**src/rtl/lpht_pkg.sv**
```systemverilog
`default_nettype none
package lpht_pkg;

  localparam int KeyWordW = 16;
  localparam int NumKeyWords = 8;
  localparam logic [31:0] HashMult = 32'd1664525;

  typedef enum logic [1:0] {
    OP_LOOKUP = 2'd0,
    OP_INSERT = 2'd1,
    OP_CLEAR  = 2'd2,
    OP_READ   = 2'd3
  } opcode_t;

  typedef enum logic [2:0] {
    ST_FOUND    = 3'd0,
    ST_ABSENT   = 3'd1,
    ST_INSERTED = 3'd2,
    ST_FULL     = 3'd3,
    ST_DONE     = 3'd4
  } status_t;

  typedef enum logic [3:0] {
    S_INIT, S_IDLE, S_HASH, S_CLEAR, S_SLOT_RD, S_SLOT_CHK, S_KEY_RD, S_KEY_CHK,
    S_INS, S_RD_RD, S_RD_CHK, S_OUT
  } state_t;

  localparam logic [1:0] CfgKeyWords = 2'd0;

  typedef struct packed {
    logic [1:0]  opcode;
    logic signed [15:0] key_0;
    logic signed [15:0] key_1;
    logic signed [15:0] key_2;
    logic signed [15:0] key_3;
    logic signed [15:0] key_4;
    logic signed [15:0] key_5;
    logic signed [15:0] key_6;
    logic signed [15:0] key_7;
    logic [8:0]  entry_index;
  } in_word_t;

  typedef struct packed {
    logic [2:0]  status;
    logic [8:0]  entry_id;
    logic [9:0]  entry_count;
    logic signed [15:0] out_word_0;
    logic signed [15:0] out_word_1;
    logic signed [15:0] out_word_2;
    logic signed [15:0] out_word_3;
    logic signed [15:0] out_word_4;
    logic signed [15:0] out_word_5;
    logic signed [15:0] out_word_6;
    logic signed [15:0] out_word_7;
  } out_word_t;

  // controller to datapath
  typedef struct packed {
    logic load;       // capture input word
    logic hash_init;  // clear hash and word counter
    logic hash_step;  // one multiply-accumulate
    logic clr_init;   // start clearing sweep
    logic clr_step;
    logic slot_rd;    // read slot at probe index, restart word counter
    logic key_rd;     // read stored key of slot's id / word counter
    logic word_adv;   // next key word
    logic probe_adv;  // next slot
    logic key_wr;     // write one key word of the new entry
    logic do_insert;  // write slot and bump count
    logic set_found;
    logic set_absent;
    logic set_full;
    logic set_done;
    logic rd_init;
    logic rd_capture; // store read word into output
  } dp_cmd_t;

  // datapath to controller
  typedef struct packed {
    logic hash_last;  // last word of hash
    logic clr_last;
    logic slot_valid;
    logic key_eq;
    logic word_last;
    logic ins_last;   // last key word written
    logic is_full;
    logic rd_ok;      // entry index below count
  } dp_stat_t;

  function automatic logic [3:0] eff_words(input logic [3:0] kw);
    if (kw == 4'd0) return 4'd1;
    if (kw > 4'(NumKeyWords)) return 4'(NumKeyWords);
    return kw;
  endfunction

endpackage
`default_nettype wire

```
**src/rtl/lpht_ctrl.sv**
```systemverilog
`default_nettype none
module lpht_ctrl
  import lpht_pkg::*;
(
  input  wire logic     clk,
  input  wire logic     rst_n,
  input  wire logic     in_valid,
  output logic          in_ready,
  input  wire logic [1:0] in_op,
  output logic          out_valid,
  input  wire logic     out_ready,
  input  wire dp_stat_t stat,
  output dp_cmd_t       cmd
);
  state_t state_r, state_nxt;
  logic [1:0] op_r, op_nxt;

  always_ff @(posedge clk) begin
    if (!rst_n) begin
      state_r <= S_INIT;
      op_r <= OP_LOOKUP;
    end else begin
      state_r <= state_nxt;
      op_r <= op_nxt;
    end
  end

  always_comb begin
    state_nxt = state_r;
    op_nxt = op_r;
    cmd = '0;
    in_ready = 1'b0;
    out_valid = 1'b0;
    unique case (state_r)
      S_INIT: begin
        // empty every slot once after reset
        cmd.clr_step = 1'b1;
        if (stat.clr_last) state_nxt = S_IDLE;
      end
      S_IDLE: begin
        in_ready = 1'b1;
        if (in_valid) begin
          cmd.load = 1'b1;
          cmd.hash_init = 1'b1;
          op_nxt = in_op;
          unique case (in_op)
            OP_CLEAR: begin
              cmd.clr_init = 1'b1;
              state_nxt = S_CLEAR;
            end
            OP_READ: state_nxt = S_RD_RD;
            default: state_nxt = S_HASH;
          endcase
        end
      end
      S_CLEAR: begin
        cmd.clr_step = 1'b1;
        if (stat.clr_last) begin
          cmd.set_done = 1'b1;
          state_nxt = S_OUT;
        end
      end
      S_HASH: begin
        cmd.hash_step = 1'b1;
        if (stat.hash_last) state_nxt = S_SLOT_RD;
      end
      S_SLOT_RD: begin
        cmd.slot_rd = 1'b1;
        state_nxt = S_SLOT_CHK;
      end
      S_SLOT_CHK: begin
        if (!stat.slot_valid) begin
          if (op_r == OP_INSERT) begin
            if (stat.is_full) begin
              cmd.set_full = 1'b1;
              state_nxt = S_OUT;
            end else begin
              state_nxt = S_INS;
            end
          end else begin
            cmd.set_absent = 1'b1;
            state_nxt = S_OUT;
          end
        end else begin
          cmd.key_rd = 1'b1;
          state_nxt = S_KEY_CHK;
        end
      end
      S_KEY_CHK: begin
        if (!stat.key_eq) begin
          // mismatch: move on to the next slot
          cmd.probe_adv = 1'b1;
          state_nxt = S_SLOT_RD;
        end else if (stat.word_last) begin
          cmd.set_found = 1'b1;
          state_nxt = S_OUT;
        end else begin
          cmd.word_adv = 1'b1;
          state_nxt = S_KEY_RD;
        end
      end
      S_KEY_RD: begin
        cmd.key_rd = 1'b1;
        state_nxt = S_KEY_CHK;
      end
      S_INS: begin
        cmd.key_wr = 1'b1;
        if (stat.ins_last) begin
          cmd.do_insert = 1'b1;
          state_nxt = S_OUT;
        end
      end
      S_RD_RD: begin
        cmd.rd_init = 1'b1;
        if (stat.rd_ok) state_nxt = S_RD_CHK;
        else begin
          cmd.set_absent = 1'b1;
          state_nxt = S_OUT;
        end
      end
      S_RD_CHK: begin
        cmd.rd_capture = 1'b1;
        if (stat.word_last) begin
          cmd.set_done = 1'b1;
          state_nxt = S_OUT;
        end
      end
      S_OUT: begin
        out_valid = 1'b1;
        if (out_ready) state_nxt = S_IDLE;
      end
      default: state_nxt = S_IDLE;
    endcase
  end
endmodule
`default_nettype wire

```
**config.mk**
```make
export PLATFORM = sky130hd
export DESIGN_NAME = lpht_ctrl
export DESIGN_NICKNAME = d
export VERILOG_FILES = /design/src/rtl/lpht_pkg.sv /design/src/rtl/lpht_ctrl.sv
export SDC_FILE = /design/constraint.sdc
export NUM_CORES = 1
export LEC_CHECK = 0
export BUFFER_PORTS_ARGS = -buffer_cell sky130_fd_sc_hd__buf_4
export CAP_MARGIN = 20
export CORE_MARGIN = 3
export CORE_UTILIZATION = 46
export CTS_CLUSTER_DIAMETER = 30
export DETAILED_ROUTE_END_ITERATION = 10
export PLACE_DENSITY = 0.78
export SLEW_MARGIN = 0
export SYNTH_ARGS = -nofsm -noshare
export SYNTH_HDL_FRONTEND = slang
export SYNTH_SLANG_ARGS = --single-unit
```
**constraint.sdc**
```tcl
create_clock -name clk -period 1.75 [get_ports clk]
set_clock_uncertainty 0.1 [all_clocks]
set_input_delay 0.4375 -clock clk [delete_from_list [all_inputs] [get_ports clk]]
set_output_delay 0.4375 -clock clk [all_outputs]
set_load 0.1 [all_outputs]
```
==> summary.txt, run 1 <==
Post-synth EDFFs: 0
H-tree levels: 1
Die width: 46.8 µm
Synth Register Bits: 6
Post-CTS setup repair buffer count: 8
Register area share after synthesis: 15.7%
Gpl congestion: 0.841
Cell taking the most area after synthesis: dfxtp_1
Failed at: clock tree synthesis
Top_reg_cell synth: dfxtp_1
Resized Gates After CTS: 78
Io pins: 33
Initial core utilization: 49.6%
First Err: [ERROR DPL-0038] Utilization greater than 100%, impossible to legalize
# clock sinks: 6
Post-place setup slack: -0.151 ns
Status: did not finish
Row count: 14
Dpl hpwl: 2280 µm
Ys Warns: 0
Mean Syn Cell Area: 7.57 µm²
Hold buffer count at cts: 0
CTS max path bufs: 2
Synth top area share: 15.7%
Root Driver: clkbuf_4
Synth Cell Area: 764 µm²
Die H: 46.8 µm
Synth area leaders: dfxtp_1, mux2i_1, nor2_1
Count of different cell masters after synthesis: 36
Mapped Nets: 115
CTS buffer count: 3
Ys async rst share: 0%
# port buffers: 32
Post-Syn Instances: 101
## through the flow
step | cell area [µm²] | TNS [ns] | cells | hold slack, ns | util [%]
floorplan | 988 | -6.97 | 101 | 0.370 | -
global placement | 1350 | -0.259 | 166 | 0.398 | 87.3
detailed placement | 1350 | -0.703 | 166 | 0.438 | 87.3
## cell families after synthesis
group,synth area share [%]
AND/OR/NAND/NOR,36.0
AO/OA/AOI/OAI,29.8
buffers and inverters,10.6
multiplexers,7.86
flip-flops,15.7
## Yosys cell counts, types with 2 or more instances
cell type	instances
mux2i_1	6
a211oi_1	2
nand3_1	2
inv_1	3
dfxtp_1	6
a2bb2oi_1	2
nor3b_1	4
a21o_1	4
a21oi_1	4
buf_2	5
nor3_1	6
o21ai_0	3
nand2_1	4
o21a_1	2
nand2b_1	5
buf_4	4
nor2_1	13
o32ai_1	3
and3_1	2
nor2b_1	5
==> run 2, diff against run 1 <==
CORE_AREA = 3 3 64 66   (was unset)
CORE_MARGIN = unset   (was 3)
CORE_UTILIZATION = unset   (was 46)
CTS_CLUSTER_DIAMETER = unset   (was 30)
DIE_AREA = 0 0 67 69   (was unset)
PLACE_DENSITY = unset   (was 0.78)
PLACE_DENSITY_LB_ADDON = 0.15   (was unset)
==> run 2 against run 1 <==
- the flow now finishes, with violations (negative setup slack)
- synthesized area unchanged
- synthesized cell count is the same
==> summary.txt, run 2 <==
Vias in the first global route: 1,009
Placement Cell Area: 1390 µm² (+3.5%)
Fin crit period: 1.97 ns
Worst r2r dst: state_r[1]
DRC: 0
Synth Cell Area: 764 µm² (unchanged)
Hold buffer count at cts: 0 (unchanged)
Initial core utilization: 21.0% (-29 points)
Worst rel slew slack: 77.0%
Worst VDD drop: 457 µV
Regs by FF count: state_r: 4 flops, op_r: 2 flops
WHS Path Cells: 3
Combinational family with the most area after synthesis: simple AND/OR/NAND/NOR gates
Ys async rst share: 0% (unchanged)
Hold_sp: in_op[1]
Post-Syn Instances: 101 (unchanged)
Clock Latency Late Sink: 0.22 ns
Maximum clock rate: 506 MHz
CP Class: register to output pin
CTS buffer count: 3 (unchanged)
Wire length of the first global-routing pass: 4640 µm
Register area: 135 µm²
Die width: 67 µm (+43%)
Io pins: 33 (unchanged)
# port buffers: 32 (unchanged)
Hold path endpoint: op_r[1]
Top-count cell post-synth: nor2_1
Avg WL per Cell: 14.0 µm
H-tree levels: 1 (unchanged)
Pleak: 0.805 nW
Area of the multi-input gates: 833 µm²
Design Area, Final: 1990 µm²
Reg2Reg Depth: 7
Max FO, Critical Path: 6
1st-iter DRT viols: 38
Most flops, register: state_r
Setup Viol. Count Final: 19
Post-route ant nets: 0
Max reg flops: 4
Layout cells sized above 1: 73.0%
XOR/XNOR share of the synthesized area: 0% (unchanged)
Initial antenna violation count: 0
Count of different cell masters after synthesis: 36 (unchanged)
Core area: 3630 µm²
Gpl congestion: 0.748 (-11%)
Area growth from synthesis to layout: 160%
WL final: 3110 µm
Post-synth EDFFs: 0 (unchanged)
Crit share post-route: 113%
Tot GR Track Use: 12.7%
Synth top area share: 15.7% (unchanged)
Row count: 22 (+8)
Worst EP arrival: 1.44 ns
Max Slew Vio Count: 0
Adder-cell share of the synthesized area: 0% (unchanged)
Ys Warns: 0 (unchanged)
Filler instances: 341
RSZ-0062 raised after global routing: yes
Synth Register Bits: 6 (unchanged)
Mean Syn Cell Area: 7.57 µm² (unchanged)
Largest net degree at the start of global routing: 12
Post-synthesis compound-gate area fraction: 29.8% (unchanged)
Synth top cells by count: nor2_1, dfxtp_1, mux2i_1, nor3_1
1st-pass router iterations: 4
Top_reg_cell synth: dfxtp_1
Mapped Nets: 115 (unchanged)
Final nets: 190
Hold Vio Cnt, Final: 0
CTS max path bufs: 2 (unchanged)
# clock sinks: 6 (unchanged)
Post-Synth Simple-Gate Area: 36.0% (unchanged)
Power Density: 1180 nW/µm²
Most frequent cells in the layout: buf_4, buf_12, buf_6, nor2_4, mux2i_1
CTS tree: done
DR vias: 1,060
Diodes inserted: 0
Grt ovf: 0
Cell taking the most area after synthesis: dfxtp_1
Die area: 4620 µm²
Root Driver: clkbuf_8
Worst Setup End Kind: output pin
Status: complete, but fails checks
Startpoint Class: register
Setup ws final: -0.225 ns
Required time of the critical path: 1.21 ns
Post-place setup slack: -0.145 ns (+0.00664 ns)
Multiplexer share of the synthesized area: 7.86% (unchanged)
Die H: 69 µm (+48%)
Synth area leaders: dfxtp_1, mux2i_1, nor2_1
Reg-to-reg startpoint: state_r[3]
Dpl hpwl: 2280 µm (+0.19%)
CTS clk-pin slew, worst paths: 0.04 ns
MaxCap Viol Count: 0
R2R setup slack: -0.03 ns
Slew @ Worst Pin: 0.335 ns
Commonest non-fill, non-tap cell in the layout: buf_4
Register area share after synthesis: 15.7% (unchanged)
Worst Hold Class: input pin to register
Via/cell ratio: 4.77
Failing checks: negative setup slack
[run 2: power breakdown]
| part | leakage [nW] | internal, W | switching [W] |
|---|---|---|---|
| Combinational | 0.732 | 0.000885 | 0.00102 |
| Sequential | 0.0518 | 0.000174 | 0.0000548 |
| Clock | 0.0216 | 0.000148 | 0.0000591 |
[run 2: through the flow]
step | cells | hold WS, ns | util (%) | setup TNS (ns) | total power [W]
after floorplan | 101 | 0.370 | - | -6.97 | 0.00134
after global placement | 199 | 0.402 | 38.3 | -0.635 | 0.00160
after detailed placement | 199 | 0.415 | 38.3 | -0.675 | 0.00161
after CTS | 210 | 0.405 | 49.7 | -1.85 | 0.00210
after global routing | 222 | 0.425 | 54.6 | -2.96 | 0.00245
final | 222 | 0.399 | 54.6 | -1.88 | 0.00234
[run 2: kinds of logic after synthesis]
| logic type | count (synthesis) |
|---|---|
| AOI/OAI and AO/OA | 27 |
| and+or+nand+nor | 48 |
| muxes | 6 |
| buffers and inverters | 14 |
| DFF | 6 |
[run 2: worst max path at each step]
| stage | start | depth (start not counted) | endpoint | slack (ns) |
|---|---|---|---|---|
| after floorplan | state_r[3] | 5 | cmd[6] | -0.79 |
| final | state_r[1] | 5 | cmd[5] | -0.22 |
| after global placement | stat[5] | 5 | cmd[4] | -0.14 |
| after CTS | state_r[3] | 5 | cmd[4] | -0.19 |
| after detailed placement | stat[5] | 5 | cmd[4] | -0.14 |
| after global routing | state_r[1] | 5 | cmd[5] | -0.29 |
[run 2: per-layer routing]
layer	vias up	part of all wire [%]	track usage, %
li1	514	-	-
met1	501	42	15.1
met2	37	53	23.5
met3	8	3.3	1.47
met4	0	1.5	2.70
met5	-	0	0
[run 2: layout make-up]
cell class | instances | share of cell area, %
Clock buffer | 3 | 2.08
Sequential cell | 6 | 6.81
Tap cell | 48 | 3.02
Inverter | 3 | 0.756
Timing Repair Buffer | 81 | 45.4
Multi-Input combinational cell | 81 | 42.0
[run 2: timing repair]
action	CTS	global route
endpoints found under the setup margin	20	21
buffers inserted	8	13
resized for setup	78	24
pin swaps	11	19
[run 2: worst max-delay path: stages (launching register included)]
cell	delay [ns]
dfxtp_4	0.36
buf_6	0.12
nand4b_1	0.20
buf_4	0.21
nor2_4	0.14
buf_12	0.19
No activity file was read; power rests on OpenSTA's default activity.
==> run 3, diff against run 2 <==
SETUP_SLACK_MARGIN = 0.05   (was unset)
==> run 3 against run 2 <==
- the flow still finishes with violations (negative setup slack)
- register-to-register slack better by 0.02 ns
- hold slack worse by 0.00055 ns
- fmax rose by 0.23%
- sequential power barely moved
- first-iteration DRC count shrank 26%
- critical path depth decreased by 1
- design area rose by 3.1%
- total power grew 2.7%
- combinational power rose by 3%
- clock-buffer cell count unchanged
- clock power barely moved
- critical path type unchanged
- highest routed layer unchanged
==> summary.txt, run 3 (synthesis results as in run 2) <==
Hold path endpoint: op_r[1]
Placed insts: 199 (unchanged)
Most flops, register: state_r
Post-place setup slack: -0.145 ns (unchanged)
Vias in the first global route: 997 (-1.2%)
DR vias: 1,048 (-1.1%)
Wire length of the first global-routing pass: 4600 µm (-1.0%)
RSZ-0062 raised after global routing: yes
Worst EP arrival: 1.43 ns (about the same)
Die width: 67 µm (unchanged)
Area growth from synthesis to layout: 168%
Avg WL per Cell: 14.0 µm (-0.16%)
Maximum clock rate: 508 MHz (+0.23%)
Io pins: 33 (unchanged)
1st-pass router iterations: 4 (unchanged)
Regs by FF count: state_r: 4 flops, op_r: 2 flops
DRC: 0 (unchanged)
Slew @ Worst Pin: 0.344 ns (+0.00910 ns)
CTS max path bufs: 2 (unchanged)
Tot GR Track Use: 12.5% (-0.16 points)
Startpoint Class: register
CP Class: register to output pin
MaxCap Viol Count: 0 (unchanged)
Reg-to-reg startpoint: state_r[3]
Metal2 WL: 1690 µm (+2.3%)
Max reg flops: 4 (unchanged)
Max FO, Critical Path: 8 (+2)
Met1 wire length: 1270 µm (-3.2%)
Core area: 3630 µm² (unchanged)
Post-route ant nets: 0 (unchanged)
Worst r2r dst: state_r[1]
Gpl congestion: 0.748 (unchanged)
# port buffers: 32 (unchanged)
WL final: 3120 µm (+0.29%)
Area of the multi-input gates: 880 µm² (+5.6%)
Clock Latency Late Sink: 0.22 ns (about the same)
Pleak: 0.823 nW (+2.2%)
Most frequent cells in the layout: buf_4, buf_12, buf_6, nor2_4
Initial core utilization: 21.0% (unchanged)
CTS buffer count: 3 (unchanged)
Initial antenna violation count: 0 (unchanged)
WHS Path Cells: 3 (unchanged)
R2R setup slack: -0.01 ns (+0.02 ns)
Row count: 22 (unchanged)
Diodes inserted: 0 (unchanged)
Die area: 4620 µm² (unchanged)
Worst VDD drop: 479 µV (+4.9%)
Highest routed layer: met4
Die H: 69 µm (unchanged)
Final nets: 191 (+0.53%)
Required time of the critical path: 1.21 ns (about the same)
Final cell count without fillers: 223 (+0.45%)
Commonest non-fill, non-tap cell in the layout: buf_4
Status: complete, but fails checks
Hold_sp: in_op[1]
Reg2Reg Depth: 7 (unchanged)
Grt ovf: 0 (unchanged)
Root Driver: clkbuf_8
Layout cells sized above 1: 76.0% (+3.0 points)
Worst Setup End Kind: output pin
Max Slew Vio Count: 0 (unchanged)
CTS tree: done
Dpl hpwl: 2280 µm (unchanged)
Fin crit period: 1.97 ns (-0.00454 ns)
Worst Hold Class: input pin to register
Filler instances: 333 (-2.3%)
Hold Vio Cnt, Final: 0 (unchanged)
Setup Viol. Count Final: 20 (+1)
Worst rel slew slack: 76.8% (-0.21 points)
Setup tns final: -2.00 ns (-0.125 ns)
H-tree levels: 1 (unchanged)
CTS clk-pin slew, worst paths: 0.04 ns (about the same)
# clock sinks: 6 (unchanged)
Setup ws final: -0.220 ns (+0.00454 ns)
Failing checks: negative setup slack
WHS: 0.398 ns (-0.000553 ns)
Overall power: 0.00241 W (+2.7%)
Register area: 135 µm² (unchanged)
Detail Route met3 WL: 90 µm (-12%)
1st-iter DRT viols: 28 (-26%)
Power Density: 1180 nW/µm² (-0.34%)
Largest net degree at the start of global routing: 12 (unchanged)
Crit share post-route: 113% (-0.26 points)
Via/cell ratio: 4.70 (-1.6%)
[run 3: changes by cell type in the layout (fill, tap and decap cells not counted), sizes merged]
cell and change:
buf +1
[run 3: power by group]
part	internal (W)	leakage, nW	switching [W]
clock network	0.000148	0.0216	0.0000582
logic	0.000926	0.749	0.00105
registers	0.000174	0.0518	0.0000553
[run 3: metrics by stage]
stage	cell area [µm²]	utilization [%]
2_1_floorplan	988	-
3_3_place_gp	1390	38.3
3_5_place_dp	1390	38.3
4_1_cts	1820	50.1
5_1_grt	2050	56.3
6_report	2050	56.3
[run 3: worst max path at each step]
stage,startpoint,end,slack [ns],cells after the start
final,state_r[3],cmd[5],-0.22,4
after detailed placement,stat[5],cmd[4],-0.14,5
after global placement,stat[5],cmd[4],-0.14,5
after CTS,state_r[3],cmd[4],-0.19,5
after floorplan,state_r[3],cmd[6],-0.79,5
after global routing,state_r[3],cmd[5],-0.27,4
[run 3: cell type report]
cell class	instances	share of cell area, %
repair buffers	82	44.7
multi-input cells	81	43.0
flip-flops and latches	6	6.60
well taps	48	2.93
clock buffers	3	2.02
inverters	3	0.733
[run 3: critical path: stages, from the launching register on]
cell and delay [ns]:
dfxtp_4 0.38, nand4b_1 0.28, buf_4 0.21, nor2_4 0.14
buf_12 0.19
[run 3: layer usage]
layer	global-route usage, %	vias to the layer above
met3	1.47	8
met1	15.0	495
met2	23.0	25
met4	2.70	0
met5	0	-
li1	-	520
[run 3: what timing repair did]
| action | 4_1_cts | 5_1_grt |
|---|---|---|
| hold endpoints to repair | 0 | 0 |
| setup endpoints to repair | 20 | 23 |
| resized for setup | 79 | 32 |
| setup buffers | 9 | 13 |
| pin swaps | 14 | 22 |
| hold buffers | 0 | 0 |
==> run 4, diff against run 3 <==
CORE_AREA = 4 4 65 67   (was 3 3 64 66)
DIE_AREA = 0 0 69 71   (was 0 0 67 69)
RECOVER_POWER = 25   (was unset)
==> run 4 against run 3 <==
- the run still ends with negative setup slack left
- fmax is 1.0% higher
- hold slack worse by 0.010 ns
- clock-buffer cell count stayed put
- critical path type unchanged
- critical path depth is 1 higher
==> summary.txt, run 4 (synthesis results as in run 2) <==
Core area: 3630 µm² (unchanged)
Crit share post-route: 111% (-1.1 points)
Setup ws final: -0.200 ns (+0.0199 ns)
Filler instances: 360 (+8.1%)
DRC: 0 (unchanged)
CTS buffer count: 3 (unchanged)
Max Slew Vio Count: 0 (unchanged)
Startpoint Class: register
Setup Viol. Count Final: 17 (-15%)
Row count: 22 (unchanged)
Worst EP arrival: 1.41 ns (-0.02 ns)
Final nets: 179 (-6.3%)
Power Density: 1160 nW/µm² (-1.7%)
Avg WL per Cell: 14.1 µm (+0.47%)
H-tree levels: 1 (unchanged)
Gpl congestion: 0.835 (+12%)
DR vias: 1,022 (-2.5%)
Layout cells sized above 1: 68.1% (-7.9 points)
CTS clk-pin slew, worst paths: 0.04 ns (about the same)
Vias in the first global route: 1,030 (+3.3%)
Most frequent cells in the layout: buf_4, buf_12, buf_6
CTS max path bufs: 2 (unchanged)
Slew @ Worst Pin: 0.363 ns (+0.0182 ns)
Diodes inserted: 0 (unchanged)
Wire length of the first global-routing pass: 4930 µm (+7.2%)
Most flops, register: state_r
1st-pass router iterations: 4 (unchanged)
Via/cell ratio: 4.84 (+3.1%)
Dpl hpwl: 2220 µm (-2.8%)
Clock Latency Late Sink: 0.23 ns (about the same)
Tot GR Track Use: 12.4% (-0.16 points)
MaxCap Viol Count: 0 (unchanged)
Maximum clock rate: 513 MHz (+1.0%)
WL final: 2970 µm (-4.9%)
Worst Setup End Kind: output pin
# port buffers: 32 (unchanged)
Worst Hold Class: input pin to register
Register area: 135 µm² (unchanged)
Fin crit period: 1.95 ns (-0.0199 ns)
Die width: 69 µm (+3.0%)
Initial core utilization: 21.0% (unchanged)
RSZ-0062 raised after global routing: yes
Failing checks: negative setup slack
Hold Vio Cnt, Final: 0 (unchanged)
Required time of the critical path: 1.21 ns (about the same)
Area of the multi-input gates: 787 µm² (-11%)
CP Class: register to output pin
Worst rel slew slack: 75.6% (-1.2 points)
Initial antenna violation count: 0 (unchanged)
1st-iter DRT viols: 39 (+39%)
Max reg flops: 4 (unchanged)
CTS tree: done
Commonest non-fill, non-tap cell in the layout: buf_4
Die H: 71 µm (+2.9%)
Area growth from synthesis to layout: 141%
Placement Cell Area: 1370 µm² (-1.6%)
Worst VDD drop: 366 µV (-24%)
Post-route ant nets: 0 (unchanged)
Regs by FF count: state_r: 4 flops, op_r: 2 flops
Status: complete, but fails checks
# clock sinks: 6 (unchanged)
Largest net degree at the start of global routing: 22 (+10)
Design Area, Final: 1840 µm² (-10%)
Pleak: 0.729 nW (-11%)
Io pins: 33 (unchanged)
Root Driver: clkbuf_8
Grt ovf: 0 (unchanged)
Max FO, Critical Path: 5 (-3)
Die area: 4900 µm² (+6.0%)
Post-place setup slack: -0.151 ns (-0.00621 ns)
## run 4: cell count changes in the layout (fill, tap and decap cells not counted), sizes merged
cell	previous run	this run
buf	82	70
## run 4: per-stage QoR
step	utilization (%)	cells	hold WS, ns	setup TNS [ns]	power [W]
finish	50.7	211	0.388	-1.70	0.00213
global route	50.7	211	0.421	-2.54	0.00224
CTS	48.0	208	0.389	-2.10	0.00203
detailed placement	37.7	196	0.430	-0.792	0.00160
global placement	37.7	196	0.405	-0.579	0.00158
floorplan	-	101	0.370	-6.97	0.00134
## run 4: final timing paths
path / startpoint / end / slack [ns] / cells past startpoint
worst max-delay path: state_r[1] / cmd[5] / -0.20 / 5
worst min-delay path: in_op[1] / op_r[1] / 0.39 / 3
worst max register to register: state_r[3] / state_r[3] / 0.10 / 5
worst min register to register: op_r[1] / op_r[1] / 0.43 / 2
## run 4: repair_timing
item | 4_1_cts | 5_1_grt
resized for setup | 63 | 18
hold buffers | 0 | 0
setup endpoints to repair | 21 | 23
hold endpoints to repair | 0 | 0
setup buffers | 10 | 4
pin swaps | 11 | 8
## run 4: power breakdown
part           leakage (nW)  switching [W]  internal, W
clock                0.0216      0.0000653     0.000148
combinational         0.655       0.000939     0.000744
sequential           0.0518      0.0000564     0.000174
## run 4: layer usage
layer  vias up  routed length, µm  global-route usage (%)
li1        499                  -                       -
met5         -                  0                       0
met1       494               1240                    14.4
met3         5                108                    1.99
met4         0                 40                    5.21
met2        24               1580                    22.2
## run 4: final cells by class
class	count	area share, %
well taps	48	3.26
flip-flops and latches	6	7.34
inverters	3	0.816
multi-input cells	81	42.8
clock buffers	3	2.24
repair buffers	70	43.6
## run 4: critical path, cell delays in order, from the launching register on
cell and delay, ns:
dfxtp_4 0.36, buf_6 0.12, nand4b_1 0.18, buf_4 0.21, nor2_4 0.12, buf_12 0.19
